## config.mk

```make
export PLATFORM = sky130hd
export DESIGN_NAME = rtp_nack_retransmit_index_unit
export DESIGN_NICKNAME = d
export VERILOG_FILES = /design/src/sv/rnri_pkg.sv /design/src/sv/rtp_nack_retransmit_index_unit.sv /design/src/sv/rnri_ram.sv /design/src/sv/rnri_mod.sv
export SDC_FILE = /design/constraint.sdc
export NUM_CORES = 2
export LEC_CHECK = 0
export BUFFER_PORTS_ARGS = -buffer_cell sky130_fd_sc_hd__buf_2
export CAP_MARGIN = 20
export CORE_MARGIN = 10
export CORE_UTILIZATION = 30
export CTS_CLUSTER_DIAMETER = 30
export DETAILED_ROUTE_END_ITERATION = 6
export PLACE_DENSITY_LB_ADDON = 0.05
export SLEW_MARGIN = 40
export SYNTH_ARGS = -nofsm -noshare
export SYNTH_HDL_FRONTEND = slang
export SYNTH_MEMORY_MAX_BITS = 65536
export SYNTH_SLANG_ARGS = --single-unit
```

## constraint.sdc

```tcl
create_clock -name clk -period 12.55 [get_ports clk]
set_input_delay 1.255 -clock clk [delete_from_list [all_inputs] [get_ports clk]]
set_output_delay 1.255 -clock clk [all_outputs]
set_load 0.005 [all_outputs]
```

## src/sv/rnri_pkg.sv

```systemverilog
// shared constants and types for the rtp nack retransmit index
package rnri_pkg;

  localparam int SLOTS_DEF = 256;

  localparam logic [7:0]  NACK_PT          = 8'd205;
  localparam logic [4:0]  FMT_MASK         = 5'h1F;
  localparam logic [4:0]  FMT_GENERIC_NACK = 5'd1;
  localparam logic [15:0] MIN_RTP_LEN      = 16'd12;
  localparam int          BLP_BITS         = 16;
  // pid itself plus one per loss-mask bit
  localparam int          NACK_CANDS       = BLP_BITS + 1;
  localparam int          CAND_W           = $clog2(NACK_CANDS + 1);

  localparam logic ACT_STORE = 1'b0;
  localparam logic ACT_NACK  = 1'b1;

  typedef enum logic [1:0] {
    KIND_STORED   = 2'd0,
    KIND_RESEND   = 2'd1,
    KIND_REJECTED = 2'd2
  } kind_t;

  typedef enum logic [2:0] {
    S_CLEAR,
    S_IDLE,
    S_MOD,
    S_LOOK,
    S_FLUSH
  } state_t;

endpackage

```

## src/sv/rtp_nack_retransmit_index_unit.sv

```systemverilog
// top level: slot index for an rtp retransmit buffer answering generic nack
// order: a runt is rejected at once; a store waits on the remainder unit (which also passes
//   busy_r if SLOTS is not a power of two); a nack does 17 tag reads pipelined through one ram read port
// flow: one item in flight, next word taken once its last result is queued;
//   output stalls hold the item back
// reset: synchronous active-low, then a clearing pass over every slot with in_stall high
module rtp_nack_retransmit_index_unit
  import rnri_pkg::*;
#(
  parameter int SLOTS = SLOTS_DEF
) (
  input  logic        clk,
  input  logic        rst_n,
  // input words
  input  logic        in_valid,
  output logic        in_stall,
  input  logic        in_action,
  input  logic [15:0] in_sequence_req,
  input  logic [15:0] in_packet_length,
  input  logic [7:0]  in_packet_type,
  input  logic [4:0]  in_feedback_format,
  input  logic [15:0] in_lost_mask,
  // result words
  output logic        out_valid,
  input  logic        out_stall,
  output logic [1:0]  out_kind,
  output logic [7:0]  out_slot,
  output logic [15:0] out_sequence_out,
  output logic        out_last
);

  localparam int SLOT_W = (SLOTS > 1) ? $clog2(SLOTS) : 1;
  localparam logic [SLOT_W-1:0] SLOT_MAX = SLOT_W'(SLOTS - 1);
  // ram word: {valid, tag}
  localparam int WORD_W = 17;

  state_t state_r, state_nxt;

  // candidate about to be issued to the ram
  logic [15:0]         want_r, want_nxt;
  logic [SLOT_W-1:0]   slot_r, slot_nxt;
  logic [CAND_W-1:0]   k_r, k_nxt;
  logic [NACK_CANDS-1:0] act_sh_r, act_sh_nxt;
  logic                act_r, act_nxt;

  // candidate whose read data is back this cycle
  logic                cmp_v_r, cmp_v_nxt;
  logic                cmp_act_r, cmp_act_nxt;
  logic [15:0]         cmp_want_r, cmp_want_nxt;
  logic [SLOT_W-1:0]   cmp_slot_r, cmp_slot_nxt;

  // one result held back so the final hit can carry last
  logic                pend_v_r, pend_v_nxt;
  kind_t               pend_kind_r, pend_kind_nxt;
  logic [7:0]          pend_slot_r, pend_slot_nxt;
  logic [15:0]         pend_seq_r, pend_seq_nxt;

  // output register
  logic                out_valid_r, out_valid_nxt;
  kind_t               out_kind_r;
  logic [7:0]          out_slot_r;
  logic [15:0]         out_seq_r;
  logic                out_last_r;
  logic                out_push;
  logic                out_push_last;
  logic                out_free;

  logic [SLOT_W-1:0]   clr_cnt_r, clr_cnt_nxt;

  // ram and remainder unit hookup
  logic                ram_we;
  logic [SLOT_W-1:0]   ram_waddr;
  logic [WORD_W-1:0]   ram_wdata;
  logic                ram_re;
  logic [WORD_W-1:0]   ram_rdata;
  logic                mod_start;
  logic                mod_done;
  logic [SLOT_W-1:0]   mod_rem;

  logic                hit;
  logic                block;
  logic [SLOT_W-1:0]   slot_step;

  rnri_ram #(
    .WIDTH  (WORD_W),
    .DEPTH  (SLOTS),
    .ADDR_W (SLOT_W)
  ) u_slot_ram (
    .clk   (clk),
    .we    (ram_we),
    .waddr (ram_waddr),
    .wdata (ram_wdata),
    .re    (ram_re),
    .raddr (slot_r),
    .rdata (ram_rdata)
  );

  rnri_mod #(
    .SLOTS  (SLOTS),
    .SLOT_W (SLOT_W)
  ) u_mod (
    .clk   (clk),
    .rst_n (rst_n),
    .start (mod_start),
    .value (in_sequence_req),
    .done  (mod_done),
    .rem   (mod_rem)
  );

  assign in_stall = (state_r != S_IDLE);
  assign out_free = !out_valid_r || !out_stall;

  // slot of want+1: wraps to 0 on the 16-bit sequence wrap or at the last slot
  assign slot_step = (want_r == 16'hFFFF || slot_r == SLOT_MAX) ? '0 : slot_r + 1'b1;

  assign hit   = cmp_v_r && cmp_act_r && ram_rdata[16] && (ram_rdata[15:0] == cmp_want_r);
  // a second hit with the held one unable to leave: freeze the loop,
  // the ram output register keeps its data since no read is issued
  assign block = hit && pend_v_r && !out_free;

  always_comb begin
    state_nxt     = state_r;
    want_nxt      = want_r;
    slot_nxt      = slot_r;
    k_nxt         = k_r;
    act_sh_nxt    = act_sh_r;
    act_nxt       = act_r;
    cmp_v_nxt     = cmp_v_r;
    cmp_act_nxt   = cmp_act_r;
    cmp_want_nxt  = cmp_want_r;
    cmp_slot_nxt  = cmp_slot_r;
    pend_v_nxt    = pend_v_r;
    pend_kind_nxt = pend_kind_r;
    pend_slot_nxt = pend_slot_r;
    pend_seq_nxt  = pend_seq_r;
    clr_cnt_nxt   = clr_cnt_r;
    ram_we        = 1'b0;
    ram_waddr     = clr_cnt_r;
    ram_wdata     = '0;
    ram_re        = 1'b0;
    mod_start     = 1'b0;
    out_push      = 1'b0;
    out_push_last = 1'b0;

    unique case (state_r)
      S_CLEAR: begin
        ram_we      = 1'b1;
        clr_cnt_nxt = clr_cnt_r + 1'b1;
        if (clr_cnt_r == SLOT_MAX) begin
          state_nxt = S_IDLE;
        end
      end

      S_IDLE: begin
        if (in_valid) begin
          want_nxt   = in_sequence_req;
          act_sh_nxt = {in_lost_mask, 1'b1};
          act_nxt    = in_action;
          if (in_action == ACT_STORE) begin
            if (in_packet_length < MIN_RTP_LEN) begin
              // runt packet: report and leave the table alone
              pend_v_nxt    = 1'b1;
              pend_kind_nxt = KIND_REJECTED;
              pend_slot_nxt = '0;
              pend_seq_nxt  = in_sequence_req;
              state_nxt     = S_FLUSH;
            end else begin
              mod_start = 1'b1;
              state_nxt = S_MOD;
            end
          end else if (in_packet_type == NACK_PT &&
                       (in_feedback_format & FMT_MASK) == FMT_GENERIC_NACK) begin
            mod_start = 1'b1;
            state_nxt = S_MOD;
          end
          // other feedback is dropped without a result
        end
      end

      S_MOD: begin
        if (mod_done) begin
          if (act_r == ACT_STORE) begin
            ram_we        = 1'b1;
            ram_waddr     = mod_rem;
            ram_wdata     = {1'b1, want_r};
            pend_v_nxt    = 1'b1;
            pend_kind_nxt = KIND_STORED;
            pend_slot_nxt = 8'(mod_rem);
            pend_seq_nxt  = want_r;
            state_nxt     = S_FLUSH;
          end else begin
            slot_nxt  = mod_rem;
            k_nxt     = '0;
            cmp_v_nxt = 1'b0;
            state_nxt = S_LOOK;
          end
        end
      end

      S_LOOK: begin
        if (!block) begin
          if (hit) begin
            out_push      = pend_v_r;
            pend_v_nxt    = 1'b1;
            pend_kind_nxt = KIND_RESEND;
            pend_slot_nxt = 8'(cmp_slot_r);
            pend_seq_nxt  = cmp_want_r;
          end
          if (k_r != CAND_W'(NACK_CANDS)) begin
            // issue next candidate while comparing the previous one
            ram_re       = 1'b1;
            cmp_v_nxt    = 1'b1;
            cmp_act_nxt  = act_sh_r[0];
            cmp_want_nxt = want_r;
            cmp_slot_nxt = slot_r;
            act_sh_nxt   = act_sh_r >> 1;
            want_nxt     = want_r + 16'd1;
            slot_nxt     = slot_step;
            k_nxt        = k_r + 1'b1;
          end else begin
            cmp_v_nxt = 1'b0;
            state_nxt = S_FLUSH;
          end
        end
      end

      S_FLUSH: begin
        if (!pend_v_r) begin
          state_nxt = S_IDLE;
        end else if (out_free) begin
          out_push      = 1'b1;
          out_push_last = 1'b1;
          pend_v_nxt    = 1'b0;
          state_nxt     = S_IDLE;
        end
      end

      default: begin
        state_nxt = S_IDLE;
      end
    endcase
  end

  always_comb begin
    out_valid_nxt = out_valid_r;
    if (out_push) begin
      out_valid_nxt = 1'b1;
    end else if (out_valid_r && !out_stall) begin
      out_valid_nxt = 1'b0;
    end
  end

  always_ff @(posedge clk) begin
    if (!rst_n) begin
      state_r     <= S_CLEAR;
      clr_cnt_r   <= '0;
      k_r         <= '0;
      cmp_v_r     <= 1'b0;
      pend_v_r    <= 1'b0;
      out_valid_r <= 1'b0;
    end else begin
      state_r     <= state_nxt;
      clr_cnt_r   <= clr_cnt_nxt;
      k_r         <= k_nxt;
      cmp_v_r     <= cmp_v_nxt;
      pend_v_r    <= pend_v_nxt;
      out_valid_r <= out_valid_nxt;
    end
  end

  // payload registers
  always_ff @(posedge clk) begin
    want_r      <= want_nxt;
    slot_r      <= slot_nxt;
    act_sh_r    <= act_sh_nxt;
    act_r       <= act_nxt;
    cmp_act_r   <= cmp_act_nxt;
    cmp_want_r  <= cmp_want_nxt;
    cmp_slot_r  <= cmp_slot_nxt;
    pend_kind_r <= pend_kind_nxt;
    pend_slot_r <= pend_slot_nxt;
    pend_seq_r  <= pend_seq_nxt;
    if (out_push) begin
      out_kind_r <= pend_kind_r;
      out_slot_r <= pend_slot_r;
      out_seq_r  <= pend_seq_r;
      out_last_r <= out_push_last;
    end
  end

  assign out_valid        = out_valid_r;
  assign out_kind         = out_kind_r;
  assign out_slot         = out_slot_r;
  assign out_sequence_out = out_seq_r;
  assign out_last         = out_last_r;

  // no word taken during the clearing pass
  a_no_accept_in_clear: assert property (@(posedge clk) disable iff (!rst_n)
    state_r == S_CLEAR |-> in_stall)
    else $error("input taken during clearing pass");

  // store results are single and so always marked last
  a_store_is_last: assert property (@(posedge clk) disable iff (!rst_n)
    out_valid_r && out_kind_r != KIND_RESEND |-> out_last_r)
    else $error("store result without last");

  // a held result never survives into idle
  a_pend_empty_idle: assert property (@(posedge clk) disable iff (!rst_n)
    state_r == S_IDLE |-> !pend_v_r)
    else $error("held result lost at end of item");

  // remainder unit only answers while it is awaited
  a_mod_done_in_mod: assert property (@(posedge clk) disable iff (!rst_n)
    mod_done |-> state_r == S_MOD)
    else $error("remainder done outside wait state");

  // a blocked loop holds its candidate
  a_block_holds: assert property (@(posedge clk) disable iff (!rst_n)
    state_r == S_LOOK && block |=> $stable(k_r) && $stable(cmp_want_r))
    else $error("lookup advanced while blocked");

endmodule

```

## src/sv/rnri_ram.sv

```systemverilog
// generic single-port-write, registered-read ram
module rnri_ram #(
  parameter int WIDTH  = 17,
  parameter int DEPTH  = 256,
  parameter int ADDR_W = (DEPTH > 1) ? $clog2(DEPTH) : 1
) (
  input  logic              clk,
  input  logic              we,
  input  logic [ADDR_W-1:0] waddr,
  input  logic [WIDTH-1:0]  wdata,
  input  logic              re,
  input  logic [ADDR_W-1:0] raddr,
  output logic [WIDTH-1:0]  rdata
);

  logic [WIDTH-1:0] mem [DEPTH];
  logic [WIDTH-1:0] rdata_r;

  always_ff @(posedge clk) begin
    if (we) begin
      mem[waddr] <= wdata;
    end
    if (re) begin
      rdata_r <= mem[raddr];
    end
  end

  assign rdata = rdata_r;

endmodule

```

## src/sv/rnri_mod.sv

```systemverilog
// sequence number to slot index: remainder by the slot count
module rnri_mod
  import rnri_pkg::*;
#(
  parameter int SLOTS  = SLOTS_DEF,
  parameter int SLOT_W = (SLOTS > 1) ? $clog2(SLOTS) : 1
) (
  input  logic              clk,
  input  logic              rst_n,
  input  logic              start,
  input  logic [15:0]       value,
  output logic              done,
  output logic [SLOT_W-1:0] rem
);

  localparam bit IS_POW2 = (SLOTS & (SLOTS - 1)) == 0;

  logic              done_r;
  logic [SLOT_W-1:0] rem_r;

  generate
    if (IS_POW2) begin : g_mask
      // power of two: remainder is the low bits
      always_ff @(posedge clk) begin
        if (!rst_n) begin
          done_r <= 1'b0;
        end else begin
          done_r <= start;
        end
        if (start) begin
          rem_r <= value[SLOT_W-1:0];
        end
      end
    end else begin : g_recip
      // quotient by reciprocal multiply on start, remainder registered in the cycle after
      // scale of 2^(16+SLOT_W) keeps the quotient exact for any 16-bit value
      localparam int          SHIFT   = 16 + SLOT_W;
      localparam logic [16:0] RECIP   = 17'(((64'd1 << SHIFT) / SLOTS) + 1);
      localparam logic [16:0] DIVISOR = 17'(SLOTS);

      logic              busy_r;
      logic [15:0]       val_r;
      logic [15:0]       quot_r;
      logic [32:0]       prod;
      logic [32:0]       back;
      logic [15:0]       quot_nxt;
      logic [SLOT_W-1:0] rem_nxt;

      always_comb begin
        prod     = {17'd0, value} * {16'd0, RECIP};
        quot_nxt = 16'(prod >> SHIFT);
        back     = {17'd0, quot_r} * {16'd0, DIVISOR};
        rem_nxt  = SLOT_W'({17'd0, val_r} - back);
      end

      always_ff @(posedge clk) begin
        if (!rst_n) begin
          busy_r <= 1'b0;
          done_r <= 1'b0;
        end else begin
          busy_r <= start;
          done_r <= busy_r;
        end
        if (start) begin
          val_r  <= value;
          quot_r <= quot_nxt;
        end
        if (busy_r) begin
          rem_r <= rem_nxt;
        end
      end
    end
  endgenerate

  assign done = done_r;
  assign rem  = rem_r;

endmodule
```

==> out/qor.yml <==
criticalPathCategory: "register to register"
via_per_inst: 5.06
finish.net_count: 9756
via_count: 92900
numPortBuffers: 92
syn_avg_cell_area_um2: 21.0
r2r_slack_ns: 6.44
start_kind: "register"
holdWs_ns: 0.320
ioPinCount: 95
grtUsageTotal: 0.201
seq_power_share: 0.342
die_width_um: 783
clock_path_buffers: 5
cts.sinks: 4517
hold_class: "input pin to register"
skew_ns: 0.0970
setup_violations: 0
slowest_delay_ns: 0.71
p_leak_uw: 0.0664
setup_tns_ns: 0
clk_pin_slew_ns: 0.05
wl_um: 626000
critPathMaxFanout: 88
cts_root_buffer: "clkbuf_16"
wl_per_cell_um: 34.1
cts_resized: 0
synth_nets: 8375
crit_start: "state_r[1]$_SDFFE_PN0P_"
syn_area_um2: 175000
synth_edf_count: 4497
antenna_found_initial: 54
final_layout_size_suffix_gt1_frac: 0.351
crit_top_cell: "buf_4"
finalWeightedCongestion: 0.768
cts_tree: "built"
netlist_instances: 8304
post-route-period-util: 0.487
power_uw: 48700
min-delay-start: "in_sequence_req[0]"
clk_latency_ns: 1.19
cts_hold_buf: 0
grt_max_degree: 161
n_fill_cell: 52200
ys_types: 83
critPathSlowestCell: "inv_8"
cap_violations: 0
p_sw_uw: 10100
combPwrFrac: 0.033
die_area_um2: 613000
die_y_um: 783
ys_seq_area_frac: 0.775
drtPass1Iterations: 6
tightest_slew_ns: 1.04
areaGrowthSynthToFinish_pct: 31.0
r2r-start: "state_r[1]$_SDFFE_PN0P_"
peakVddDrop_uv: 120
status: "completed"
clock_power_share: 0.625
cts_post_setup_buffers_inserted: 0
numCtsBuffers: 1246
core-area_um2: 581000
drc: 0
sw_frac_of_total: 0.208
maxSlewViolCount: 0
postRouteAntennaNets: 0
yosys_warnings: 0
pwr_density_cell_nw_per_um2: 213
internal_power_uw: 38600
initialDrtViolationCount: 8712
async_flop_share: 0
critical_path.cell_chain: "nor2b_1, nand3_1, inv_8, buf_6, a31oi_1, or2_2, nand2b_2, buf_4, nor2_1, buf_4"
cp_data_arrival_time_ns: 6.91
cts-htree-levels: 7
required_ns: 13.36
grt_pass1_vias: 98600
finalHoldViolations: 0
num_rows: 280
slew-limit-headroom: 0.305
synth_seq_cells: 4517
dp_hpwl_um: 376000
ys.flop_type: "edfxtp_1"
end_kind: "register"
initial_core_util: 0.301
timing.final.crit_period_ns: 6.11
grt_first_pass_wirelength_um: 848000
rsz0062_at_grt: "no"
fmax_mhz: 164
grt_overflow_total: 0
[layout make-up]
| cell class | count | area, um2 | share of cell area |
|---|---|---|---|
| clock buffer | 1455 | 32500 | 0.142 |
| clock inverter | 683 | 7770 | 0.0339 |
| tap | 7755 | 9700 | 0.0424 |
| sequential | 4517 | 135000 | 0.591 |
| multi-input combinational | 3281 | 38000 | 0.166 |
| timing repair buffer | 621 | 5450 | 0.0238 |
| antenna | 24 | 60.1 | 0.000262 |
| inverter | 18 | 83.8 | 0.000366 |
[per-stage QoR]
stage / util / cells / setup WS (ns) / cell area (um2)
finish: 0.394 / 18400 / 6.44 / 229000
global route: 0.394 / 18300 / 6.24 / 229000
floorplan: - / 8304 / 2.71 / 175000
global placement: 0.322 / 16200 / 5.98 / 187000
detailed placement: 0.324 / 16200 / 6.31 / 188000
CTS: 0.394 / 18300 / 6.29 / 229000
[cell families (layout without fill, tap and decap cells)]
kind of cell	count (synthesis)	in the layout	share of synthesized area
simple gates	848	848	0.0218
xor+xnor	43	43	0.00215
mux	1488	1488	0.148
other cells	0	24	0
flops	4517	4517	0.775
compound gates	897	897	0.0354
fa+ha+maj	5	5	0.000358
buf+inv	506	2777	0.0168
[synthesized netlist by cell type, types with 13 or more instances]
master	instances	area, um2
clkbuf_1	193	724
nand2_1	246	923
mux4_2	880	19800
and3_1	14	87.6
and2_1	30	188
dfxtp_1	20	400
nor4_1	21	131
nor3_1	36	180
buf_2	151	756
buf_1	31	116
edfxtp_1	4497	135000
a22o_1	26	228
a22oi_1	89	668
nor2_1	338	1270
buf_6	39	439
nand3_1	44	220
or2_2	19	119
mux2i_1	582	5830
xnor2_1	25	219
mux2_2	26	293
nand2b_1	28	175
buf_4	44	330
buf_8	16	240
a211oi_1	84	631
nand4_1	20	125
a21oi_1	131	656
o21ai_1	23	115
a31oi_1	24	150
buf_12	13	260
a221oi_1	96	841
o221ai_1	56	490
xor2_1	18	158
nor2b_1	14	87.6
a2111oi_0	29	254
o21ai_0	134	671
inv_1	15	56.3
o22ai_1	120	751
[worst paths after layout]
check	end	cells past startpoint
hold / removal	u_mod.rem[0]$_DFFE_PP_	1
hold reg to reg	out_sequence_out[14]$_DFFE_PP_	0
setup / recovery	u_slot_ram.mem[108][1]$_DFFE_PP_	10
setup reg to reg	u_slot_ram.mem[108][1]$_DFFE_PP_	10
[layer usage]
metal	global-route usage	wire length (um)	vias up
met3	0.0474	37100	887
met4	0.0634	16000	2
met1	0.272	276000	50600
li1	-	-	38100
met5	0	11	-
met2	0.322	297000	3225
[cell usage in the layout, fill, tap and decap left out, types with 26 or more instances in the layout]
master / instances
edfxtp_1: 4497
clkbuf_16: 1273
mux4_2: 880
mux2i_1: 580
buf_4: 445
nand2_1: 230
clkinv_2: 216
nor2_2: 208
clkinv_1: 188
clkbuf_1: 182
bufinv_16: 167
o21ai_0: 125
a21oi_1: 124
o22ai_1: 119
nor2_1: 93
buf_2: 93
a22oi_1: 89
a221oi_1: 88
a211oi_1: 74
clkinvlp_4: 62
o221ai_1: 55
nand3_1: 42
buf_12: 42
nor2_4: 37
o21ai_1: 28
nor3_1: 26
a22o_1: 26
mux2_2: 26
inv_6: 26
[power groups by stage]
| stage | sequential, uW | clock [uW] | combinational (uW) |
|---|---|---|---|
| 4_1_cts | 16700 | 30900 | 1620 |
| 3_3_place_gp | 16900 | 0 | 1590 |
| 5_1_grt | 16700 | 31800 | 1660 |
| 2_1_floorplan | 16900 | 0 | 780 |
| 6_report | 16700 | 30500 | 1590 |
| 3_5_place_dp | 16900 | 0 | 1620 |
[flip-flops by register name (all words and copies together) (netlist names)]
register          flops
act_r                 1
act_sh_r             17
clr_cnt_r             8
cmp_act_r             1
cmp_slot_r            8
cmp_v_r               1
cmp_want_r           16
k_r                   5
out_kind              2
out_last              1
out_sequence_out     16
out_slot              8
out_valid             1
pend_kind_r           2
pend_seq_r           16
pend_slot_r           8
pend_v_r              1
slot_r                8
state_r               3
u_mod.done            1
u_mod.rem             8
u_slot_ram.mem     4352
u_slot_ram.rdata     17
want_r               16
[critical path: cells and delay by family, from the launching register on]
kind | cells | cell delay, ns
buffers and inverters | 4 | 2.24
flip-flops | 1 | 0.45
AND/OR/NAND/NOR | 5 | 2.63
AO/OA/AOI/OAI | 1 | 0.27
(Power assumes the default switching activity.)
